**src/rtl/icy_pkg.sv**
```systemverilog
// Shared constants, types and codes for the ICY metadata demultiplexer.
package icy_pkg;

  localparam int unsigned INTERVAL_BITS   = 24;
  localparam int unsigned BYTE_BITS       = 8;
  localparam int unsigned META_UNIT_SHIFT = 4;
  localparam int unsigned META_LEFT_BITS  = BYTE_BITS + META_UNIT_SHIFT;

  typedef enum logic [1:0] {
    KIND_AUDIO = 2'd0,
    KIND_TEXT  = 2'd1,
    KIND_PAD   = 2'd2,
    KIND_LEN   = 2'd3
  } byte_kind_e;

  typedef struct packed {
    logic [BYTE_BITS-1:0] out_byte;
    byte_kind_e           byte_kind;
    logic                 block_last;
  } result_t;

endpackage

```
**src/rtl/icy_byte_if.sv**
```systemverilog
// Input byte channel: valid/ready handshake carrying one stream byte.
interface icy_byte_if;
  logic                           valid;
  logic                           ready;
  logic [icy_pkg::BYTE_BITS-1:0]  in_byte;

  modport source (output valid, output in_byte, input ready);
  modport sink   (input valid, input in_byte, output ready);
endinterface

```
**src/rtl/icy_result_if.sv**
```systemverilog
// Result channel: valid/ready handshake carrying a tagged byte.
interface icy_result_if;
  logic                           valid;
  logic                           ready;
  logic [icy_pkg::BYTE_BITS-1:0]  out_byte;
  logic [1:0]                     byte_kind;
  logic                           block_last;

  modport source (output valid, output out_byte, output byte_kind, output block_last,
                  input ready);
  modport sink   (input valid, input out_byte, input byte_kind, input block_last,
                  output ready);
endinterface

```
**src/rtl/icy_cfg_if.sv**
```systemverilog
// Configuration write channel: valid/ready handshake carrying the interval.
interface icy_cfg_if;
  logic                               valid;
  logic                               ready;
  logic [icy_pkg::INTERVAL_BITS-1:0]  meta_interval;

  modport source (output valid, output meta_interval, input ready);
  modport sink   (input valid, input meta_interval, output ready);
endinterface

```
**src/rtl/icy_framer.sv**
```systemverilog
// Input register, framing counters and byte classification.
module icy_framer (
  input  logic                              clk_i,
  input  logic                              rst_ni,
  input  logic                              cfg_valid_i,
  input  logic [icy_pkg::INTERVAL_BITS-1:0] cfg_data_i,
  input  logic                              in_valid_i,
  input  logic [icy_pkg::BYTE_BITS-1:0]     in_byte_i,
  output logic                              in_ready_o,
  output logic                              res_valid_o,
  output icy_pkg::result_t                  res_o,
  input  logic                              res_ready_i
);

  logic                                   in_valid_q;
  logic [icy_pkg::BYTE_BITS-1:0]          in_byte_q;
  logic [icy_pkg::INTERVAL_BITS-1:0]      interval_q;
  logic [icy_pkg::INTERVAL_BITS-1:0]      audio_left_q, audio_left_d;
  logic [icy_pkg::META_LEFT_BITS-1:0]     meta_left_q, meta_left_d;
  logic                                   zero_seen_q, zero_seen_d;
  logic [icy_pkg::META_LEFT_BITS-1:0]     meta_len;
  logic [icy_pkg::META_LEFT_BITS-1:0]     meta_dec;
  logic                                   advance;
  icy_pkg::byte_kind_e                    kind;
  logic                                   last;

  assign advance    = in_valid_q && res_ready_i;
  assign in_ready_o = !in_valid_q || res_ready_i;
  assign meta_len   = {in_byte_q, {icy_pkg::META_UNIT_SHIFT{1'b0}}};
  assign meta_dec   = meta_left_q - {{(icy_pkg::META_LEFT_BITS-1){1'b0}}, 1'b1};

  always_comb begin
    kind         = icy_pkg::KIND_AUDIO;
    last         = 1'b0;
    audio_left_d = audio_left_q;
    meta_left_d  = meta_left_q;
    zero_seen_d  = zero_seen_q;
    if (interval_q == '0 || audio_left_q != '0) begin
      if (interval_q != '0) begin
        audio_left_d = audio_left_q - {{(icy_pkg::INTERVAL_BITS-1){1'b0}}, 1'b1};
      end
    end else if (meta_left_q == '0) begin
      // length byte; zero length closes an empty block at once
      kind        = icy_pkg::KIND_LEN;
      meta_left_d = meta_len;
      zero_seen_d = 1'b0;
      if (meta_len == '0) begin
        last         = 1'b1;
        audio_left_d = interval_q;
      end
    end else begin
      if (zero_seen_q || in_byte_q == '0) begin
        zero_seen_d = 1'b1;
        kind        = icy_pkg::KIND_PAD;
      end else begin
        kind = icy_pkg::KIND_TEXT;
      end
      meta_left_d = meta_dec;
      if (meta_dec == '0) begin
        last         = 1'b1;
        audio_left_d = interval_q;
        zero_seen_d  = 1'b0;
      end
    end
  end

  assign res_valid_o      = in_valid_q;
  assign res_o.out_byte   = in_byte_q;
  assign res_o.byte_kind  = kind;
  assign res_o.block_last = last;

  always_ff @(posedge clk_i or negedge rst_ni) begin
    if (!rst_ni) begin
      in_valid_q   <= 1'b0;
      interval_q   <= '0;
      audio_left_q <= '0;
      meta_left_q  <= '0;
      zero_seen_q  <= 1'b0;
    end else begin
      if (in_ready_o) begin
        in_valid_q <= in_valid_i;
      end
      if (cfg_valid_i) begin
        interval_q   <= cfg_data_i;
        audio_left_q <= cfg_data_i;
        meta_left_q  <= '0;
        zero_seen_q  <= 1'b0;
      end else if (advance) begin
        audio_left_q <= audio_left_d;
        meta_left_q  <= meta_left_d;
        zero_seen_q  <= zero_seen_d;
      end
    end
  end

  always_ff @(posedge clk_i) begin
    if (in_valid_i && in_ready_o) begin
      in_byte_q <= in_byte_i;
    end
  end

endmodule

```
**src/rtl/icy_out_reg.sv**
```systemverilog
// Result register between the classifier and the output channel.
module icy_out_reg (
  input  logic             clk_i,
  input  logic             rst_ni,
  input  logic             res_valid_i,
  input  icy_pkg::result_t res_i,
  output logic             res_ready_o,
  output logic             out_valid_o,
  output icy_pkg::result_t out_o,
  input  logic             out_ready_i
);

  logic             valid_q;
  icy_pkg::result_t data_q;

  assign res_ready_o = !valid_q || out_ready_i;
  assign out_valid_o = valid_q;
  assign out_o       = data_q;

  always_ff @(posedge clk_i or negedge rst_ni) begin
    if (!rst_ni) begin
      valid_q <= 1'b0;
    end else if (res_ready_o) begin
      valid_q <= res_valid_i;
    end
  end

  always_ff @(posedge clk_i) begin
    if (res_valid_i && res_ready_o) begin
      data_q <= res_i;
    end
  end

endmodule

```
**src/rtl/icy_metadata_demux.sv**
```systemverilog
// Top level of the ICY in-band metadata demultiplexer.
// Pipeline: input register, then result register, between input and result accept.
// Throughput: one item per cycle while the sink keeps taking results; the framing
// counters update in a single pass per byte.
// Reset (rst_ni, asynchronous, active low): interval zero, so every byte is audio;
// counters and the zero-seen flag cleared, both pipeline stages empty.
// Configuration writes are always accepted and restart framing from a full interval.
module icy_metadata_demux (
  input  logic                clk_i,
  input  logic                rst_ni,
  icy_cfg_if.sink             cfg_i,
  icy_byte_if.sink            in_i,
  icy_result_if.source        out_o
);

  // classifier to result register
  logic             res_valid;
  logic             res_ready;
  icy_pkg::result_t res;
  icy_pkg::result_t out_data;

  // the interval register takes a write on any cycle
  assign cfg_i.ready = 1'b1;

  // input register plus counters; an item moves on whenever the result
  // register has room, so one more item can wait here while a result is held
  icy_framer u_framer (
    .clk_i       (clk_i),
    .rst_ni      (rst_ni),
    .cfg_valid_i (cfg_i.valid),
    .cfg_data_i  (cfg_i.meta_interval),
    .in_valid_i  (in_i.valid),
    .in_byte_i   (in_i.in_byte),
    .in_ready_o  (in_i.ready),
    .res_valid_o (res_valid),
    .res_o       (res),
    .res_ready_i (res_ready)
  );

  // result register holds each tagged byte until the sink takes it
  icy_out_reg u_out_reg (
    .clk_i       (clk_i),
    .rst_ni      (rst_ni),
    .res_valid_i (res_valid),
    .res_i       (res),
    .res_ready_o (res_ready),
    .out_valid_o (out_o.valid),
    .out_o       (out_data),
    .out_ready_i (out_o.ready)
  );

  assign out_o.out_byte   = out_data.out_byte;
  assign out_o.byte_kind  = out_data.byte_kind;
  assign out_o.block_last = out_data.block_last;

  // an audio byte never closes a metadata block
  a_last_not_audio: assert property (@(posedge clk_i) disable iff (!rst_ni)
    out_o.valid && out_o.block_last |-> out_o.byte_kind != icy_pkg::KIND_AUDIO)
    else $error("block end flagged on an audio byte");

  // input stalls only when both stages are full and the sink is holding off
  a_stall_cause: assert property (@(posedge clk_i) disable iff (!rst_ni)
    !in_i.ready |-> out_o.valid && !out_o.ready && res_valid)
    else $error("input stalled without downstream back-pressure");

  // a length byte of zero must close the (empty) block on the same item
  a_empty_block: assert property (@(posedge clk_i) disable iff (!rst_ni)
    out_o.valid && out_o.byte_kind == icy_pkg::KIND_LEN && out_o.out_byte == '0
    |-> out_o.block_last)
    else $error("zero length byte did not end the block");

endmodule

```
**src/flat_wrapper.sv**
```systemverilog
// flat-port wrapper written by rule: the top's interface ports become plain ports
module icy_metadata_demux_flat 
  (clk_i, rst_ni, cfg_i_valid, cfg_i_meta_interval, cfg_i_ready, in_i_valid, in_i_in_byte, in_i_ready, out_o_valid, out_o_out_byte, out_o_byte_kind, out_o_block_last, out_o_ready);
  icy_cfg_if cfg_i_i ();
  icy_byte_if in_i_i ();
  icy_result_if out_o_i ();
  input  logic clk_i;
  input  logic rst_ni;
  input wire logic [$bits(cfg_i_i.valid)-1:0] cfg_i_valid;
  input wire logic [$bits(cfg_i_i.meta_interval)-1:0] cfg_i_meta_interval;
  output wire logic [$bits(cfg_i_i.ready)-1:0] cfg_i_ready;
  input wire logic [$bits(in_i_i.valid)-1:0] in_i_valid;
  input wire logic [$bits(in_i_i.in_byte)-1:0] in_i_in_byte;
  output wire logic [$bits(in_i_i.ready)-1:0] in_i_ready;
  output wire logic [$bits(out_o_i.valid)-1:0] out_o_valid;
  output wire logic [$bits(out_o_i.out_byte)-1:0] out_o_out_byte;
  output wire logic [$bits(out_o_i.byte_kind)-1:0] out_o_byte_kind;
  output wire logic [$bits(out_o_i.block_last)-1:0] out_o_block_last;
  input wire logic [$bits(out_o_i.ready)-1:0] out_o_ready;
  assign cfg_i_i.valid = cfg_i_valid;
  assign cfg_i_i.meta_interval = cfg_i_meta_interval;
  assign cfg_i_ready = cfg_i_i.ready;
  assign in_i_i.valid = in_i_valid;
  assign in_i_i.in_byte = in_i_in_byte;
  assign in_i_ready = in_i_i.ready;
  assign out_o_valid = out_o_i.valid;
  assign out_o_out_byte = out_o_i.out_byte;
  assign out_o_byte_kind = out_o_i.byte_kind;
  assign out_o_block_last = out_o_i.block_last;
  assign out_o_i.ready = out_o_ready;
  icy_metadata_demux u_core (.clk_i(clk_i), .rst_ni(rst_ni), .cfg_i(cfg_i_i), .in_i(in_i_i), .out_o(out_o_i));
endmodule
```
**config.mk**
```make
export PLATFORM = sky130hd
export DESIGN_NAME = icy_metadata_demux_flat
export DESIGN_NICKNAME = d
export VERILOG_FILES = /design/src/rtl/icy_pkg.sv /design/src/rtl/icy_byte_if.sv /design/src/rtl/icy_result_if.sv /design/src/rtl/icy_cfg_if.sv /design/src/rtl/icy_framer.sv /design/src/rtl/icy_out_reg.sv /design/src/rtl/icy_metadata_demux.sv /design/src/flat_wrapper.sv
export SDC_FILE = /design/constraint.sdc
export NUM_CORES = 1
export LEC_CHECK = 0
export BUFFER_PORTS_ARGS = -buffer_cell sky130_fd_sc_hd__buf_4
export CAP_MARGIN = 0
export CELL_PAD_IN_SITES_DETAIL_PLACEMENT = 1
export CELL_PAD_IN_SITES_GLOBAL_PLACEMENT = 2
export CORE_MARGIN = 2
export CORE_UTILIZATION = 36
export DETAILED_ROUTE_END_ITERATION = 16
export MAX_ROUTING_LAYER = met4
export PLACE_DENSITY = 0.89
export SLEW_MARGIN = 20
export SYNTH_ARGS = -nofsm -noshare
export SYNTH_HDL_FRONTEND = slang
export SYNTH_SLANG_ARGS = --single-unit
export TNS_END_PERCENT = 50
```
**constraint.sdc**
```tcl
create_clock -name clk_i -period 3.6 [get_ports clk_i]
set_clock_uncertainty 0.05 [all_clocks]
set_input_delay 0.36 -clock clk_i [delete_from_list [all_inputs] [get_ports clk_i]]
set_output_delay 0.36 -clock clk_i [all_outputs]
set_load 0.01 [all_outputs]
```
---- Word-level counts from Yosys, hierarchy flattened ----
Index checks and enable logic that the tools add are counted.
word-level totals
  register bits after elaboration ......... 82
  input bits .............................. 37
  output and inout port bits .............. 14
cells by class
  $add $sub $neg .......................... 2
  equality and inequality tests ........... 3
  muxes and demuxes ....................... 22
  reduce and logical (&&, ||, !) cells .... 21
operators with widths
  operator                 count
  $mux W24                 7
  $mux W12                 4
  $reduce_bool A24 Y1      2
  $logic_not A12 Y1        3
  $logic_not A24 Y1        1
  $sub A24 B1 Y24 const B  1
  $sub A12 B1 Y12 const B  1
  $mux W1                  9
  $logic_not A8 Y1         1
  $reduce_bool A4 Y1       2
  $logic_or A1 B1 Y1       4
  $mux W2                  2
  $ne A4 B3 Y1 const B     1
  $reduce_and A4 Y1        1
  $ne A3 B2 Y1 const B     1
  $reduce_and A3 Y1        1
  $logic_and A1 B1 Y1      2
  $logic_not A1 Y1         2
  $ne A2 B2 Y1 const B     1
  $reduce_and A2 Y1        1
  $reduce_bool A2 Y1       1

---- Longest topological paths before layout ----
  depth after elaboration ................. 8
  mapped depth ............................ 11

---- By module ----
From an unflattened synthesis, not the netlist that was laid out.
unflattened totals
  cell total of the unflattened synthesis .. 454
  area, all modules ....................... 4428.0 um^2
by module, submodules not included
  module              times used  cells an instance  area an instance (um^2)  sequential area each (um^2)
  icy_framer          1           437                4032.6                   1791.7
  icy_out_reg         1           15                 384.1                    355.3
  icy_metadata_demux  1           2                  11.3                     0.0

---- Worst setup path after synthesis ----
Ideal clock, no wire load.
  path type ............................... reg-to-reg
  from .................................... reg u_core.u_framer.meta_left_q[0] (netlist name)
  to ...................................... reg u_core.u_framer.audio_left_q[0] (netlist name)
  arrival time ............................ 2.709 ns
  data required time ...................... 3.446 ns
  path slack .............................. 0.737 ns
  stages on the path, launching flop included .. 10
  path buffers ............................ 0
  path through ............................ dfrtp_1 -> inv_1 -> ha_1 -> or4b_4 -> nor2_2 -> a311oi_1 -> or4b_4 -> a21o_1 -> or4_1 -> o311ai_1
on the way
  word-level cells in the longest chain between the ends .. 5
  elaborated cells on any way between the ends .. 10
  classes of those cells .................. add/sub: 1; eq/ne: 1; mux: 4; reduce/logical: 4
ends and longest elaborated chain
  item                                                                     line              source
  from (decl)                                                              icy_framer.sv:19  logic [icy_pkg::META_LEFT_BITS-1:0] meta_left_q, meta_left_d;
  from (signal assigned)                                                   icy_framer.sv:90  meta_left_q <= meta_left_d;
  parallel branches: the longest is 5 deep, another holds $sub A12 B1 Y12  --
  to (signal assigned)                                                     icy_framer.sv:85  audio_left_q <= cfg_data_i;
  to (signal assigned)                                                     icy_framer.sv:89  audio_left_q <= audio_left_d;
  to (decl)                                                                icy_framer.sv:18  logic [icy_pkg::INTERVAL_BITS-1:0] audio_left_q, audio_left_d;
Several ways; the timed one is not identified. The select of a mux whose other input is x is not followed.
A chain may end at the register's enable or synchronous reset.

---- Worst setup path after layout ----
Ends and elaborated chain as after synthesis.

==> qor.txt <==
Residual DRC = 0
register area = 2150 um^2
CP endpoint kind = flop
final hold violation count = 0
fmax = 297 MHz
remaining antenna violation count = 0
DRT Pass-1 Iters = 4
syn avg cell area = 9.22 um^2
post-synthesis sequential area ratio = 48.7%
DIE WIDTH = 115 um
setup bufs post-CTS = 0
site row count = 40
clock-pin slew on the worst setup and hold paths = 0.07 ns
cts bufs inserted = 9
non-filler cells, final = 674
worst-margin pin slew = 0.862 ns
top cell type's share of synthesized area = 35.8%
setup ws final = 0.231 ns
I/O pin count = 51
top cells by count, synth = dfrtp_1 (63), nor2_1 (51), o21ai_0 (45)
CTS Sinks = 82
RSZ-0062 raised after global routing = false
max_cap viols = 0
Fillers = 1,387
Final setup viols = 0
Die H = 115 um
Tmin final = 3.37 ns
root buffer cell = clkbuf_16
Worst setup SP type = flop
layout cells sized above 1 = 17.6%
ys flop type = dfrtp_1
crit path from = u_core.u_framer.meta_left_q[0]
IO buf count = 49
die area = 13,100 um^2
Hold-fix buffers, CTS = 0
ys async rst share = 76.8%
power density over the cells = 539 nW/um^2
Syn Inst Count = 478
routed len/inst = 18.5 um
synthesized area = 4410 um^2
Yosys top cell by area = dfrtp_1
top-count cell post-synth = dfrtp_1
initial core utilization = 36.8%
CTS tree = done
core area = 12,000 um^2
buffer depth of the longest clock path = 2
syn nets = 518
multi-input logic area = 2050 um^2
Layout area overhead = 18.1%
number of cells upsized or downsized after cts = 0
WP data required = 3.80 ns
Net count, final = 562
dpl cells = 658
largest net degree at the start of global routing = 74
Via density = 5.70
worst reg2reg startpoint = u_core.u_framer.meta_left_q[0]
Slew Viols, Final = 0
Arrival @ worst endpoint = 3.57 ns
Area contributors post-synth = dfrtp_1 (36%), edfxtp_1 (13%), o21ai_0 (5.1%)
outcome = finished clean
number of global-route vias before repair = 3,964
Leakage = 2.11 nW
routability-driven placement congestion ratio = 0.890
Post-synth EDFFs = 19
WS Path Type = reg -> reg
vias after detailed routing = 3,842
Relative slew margins = 42.5%
Tot GR Track Use = 21.2%
Synth cell types = 65
hpwl dp = 8640 um
Hold Path Class = in -> async
Clock Latency Late Sink = 0.35 ns
Worst Path Max Fanout = 14
final WL = 12,500 um
initial antenna violation count = 0
first-pass GRT wire length = 20,800 um
period utilization = 93.6%
diodes inserted = 0
DP Worst Slack = 0.240 ns
worst vdd ir = 0.334 mV
H-tree levels = 3
yosys warns = 0
Synth Register Bits = 82
grt ovf = 0
DR iter-0 viols = 158
setup tns final = 0 ns
## through the flow
stage / power [mW] / area, um^2 / hold WS (ns) / utilization [%]
floorplan: 1.68 / 4410 / 0.0144 / -
global placement: 1.92 / 4930 / 0.418 / 41.2
detailed placement: 1.94 / 4930 / 0.432 / 41.2
CTS: 2.84 / 5200 / 0.0993 / 43.5
global route: 2.97 / 5200 / 0.121 / 43.5
finish: 2.81 / 5200 / 0.0547 / 43.5
## cells by family after synthesis
| kind of cell | after synthesis | share of synthesized area (%) |
|---|---|---|
| and+or+nand+nor | 183 | 21.4 |
| AOI/OAI and AO/OA | 140 | 20.2 |
| DFF | 82 | 48.7 |
| buffers and inverters | 51 | 4.77 |
| xor gates and xnor gates | 9 | 1.79 |
| muxes | 9 | 2.24 |
| adders and majority gates | 3 | 0.852 |
| other | 1 | 0.0851 |
## flip-flops by register name, indices dropped and copies added, names as in the netlist
signal,count
u_core.u_framer.in_byte_q,8
u_core.u_out_reg.out_o,11
u_core.u_framer.interval_q,24
u_core.u_framer.audio_left_q,24
u_core.u_framer.meta_left_q,12
u_core.u_framer.zero_seen_q,1
u_core.u_framer.res_valid_o,1
u_core.u_out_reg.out_valid_o,1
## per-layer routing
metal,up-vias,GRT usage (%),part of all wire (%)
met4,0,7.15,2.1
met1,1904,26.0,45
li1,1844,-,-
met2,77,34.6,49
met3,17,4.71,4.1
met5,-,-,0
## report_power, final
part / leakage (nW) / total [mW] / switching (mW) / internal, mW
Clock: 0.128 / 0.879 / 0.409 / 0.471
Combinational: 1.03 / 0.766 / 0.454 / 0.312
Sequential: 0.955 / 1.16 / 0.110 / 1.05
## cell usage in the layout (no fill, tap or decap), types with 2 or more instances in the layout
cell type,count
a2bb2oi_1,2
nand3b_1,2
or4b_4,2
nor3_1,16
o31ai_1,10
nand2b_1,4
clkinv_4,2
nand4_1,5
buf_4,57
or2_2,3
nand2_1,43
a31oi_1,8
mux2_2,7
dfrtp_1,63
clkbuf_16,9
xor2_1,3
mux2i_1,2
o21a_1,7
o2111ai_1,3
nand3_1,12
ha_1,3
inv_1,26
nor3b_1,2
nor2_1,51
o211ai_1,13
or4_1,7
xnor2_1,6
o21ai_0,45
a22oi_1,2
a21oi_1,28
o32ai_1,3
and2_1,3
nor4_1,13
a211oi_1,4
or3_1,9
edfxtp_1,19
clkinvlp_4,3
## cell type report
type / count / share of cell area [%]
timing repair buffer: 58 / 8.61
clock buffer: 9 / 4.33
multi-input combinational: 345 / 39.4
sequential: 82 / 41.3
tap: 147 / 3.53
clock inverter: 7 / 1.03
inverter: 26 / 1.88
## critical path: stages (launching register included)
cell and delay (ns):
dfrtp_1 0.46, inv_1 0.11, ha_1 0.31, or4b_4 0.54, nor2_2 0.12, a311oi_1 0.12, or4b_4 0.55, a21o_1 0.35
or4_1 0.54, o311ai_1 0.10
## path summary, 6_finish.rpt
check                                                         to  slack (ns)  depth (start not counted)
min in group clk_i                  u_core.u_framer.in_byte_q[1]        0.13                          1
max in group asynchronous       u_core.u_framer.audio_left_q[23]        2.86                          1
worst max-delay path             u_core.u_framer.audio_left_q[0]        0.23                          9
worst min-delay path              u_core.u_framer.meta_left_q[6]        0.05                          1
worst max register to register   u_core.u_framer.audio_left_q[0]        0.23                          9
worst min register to register      u_core.u_out_reg.out_valid_o        0.45                          1
No activity file was read; power rests on OpenSTA's default activity.
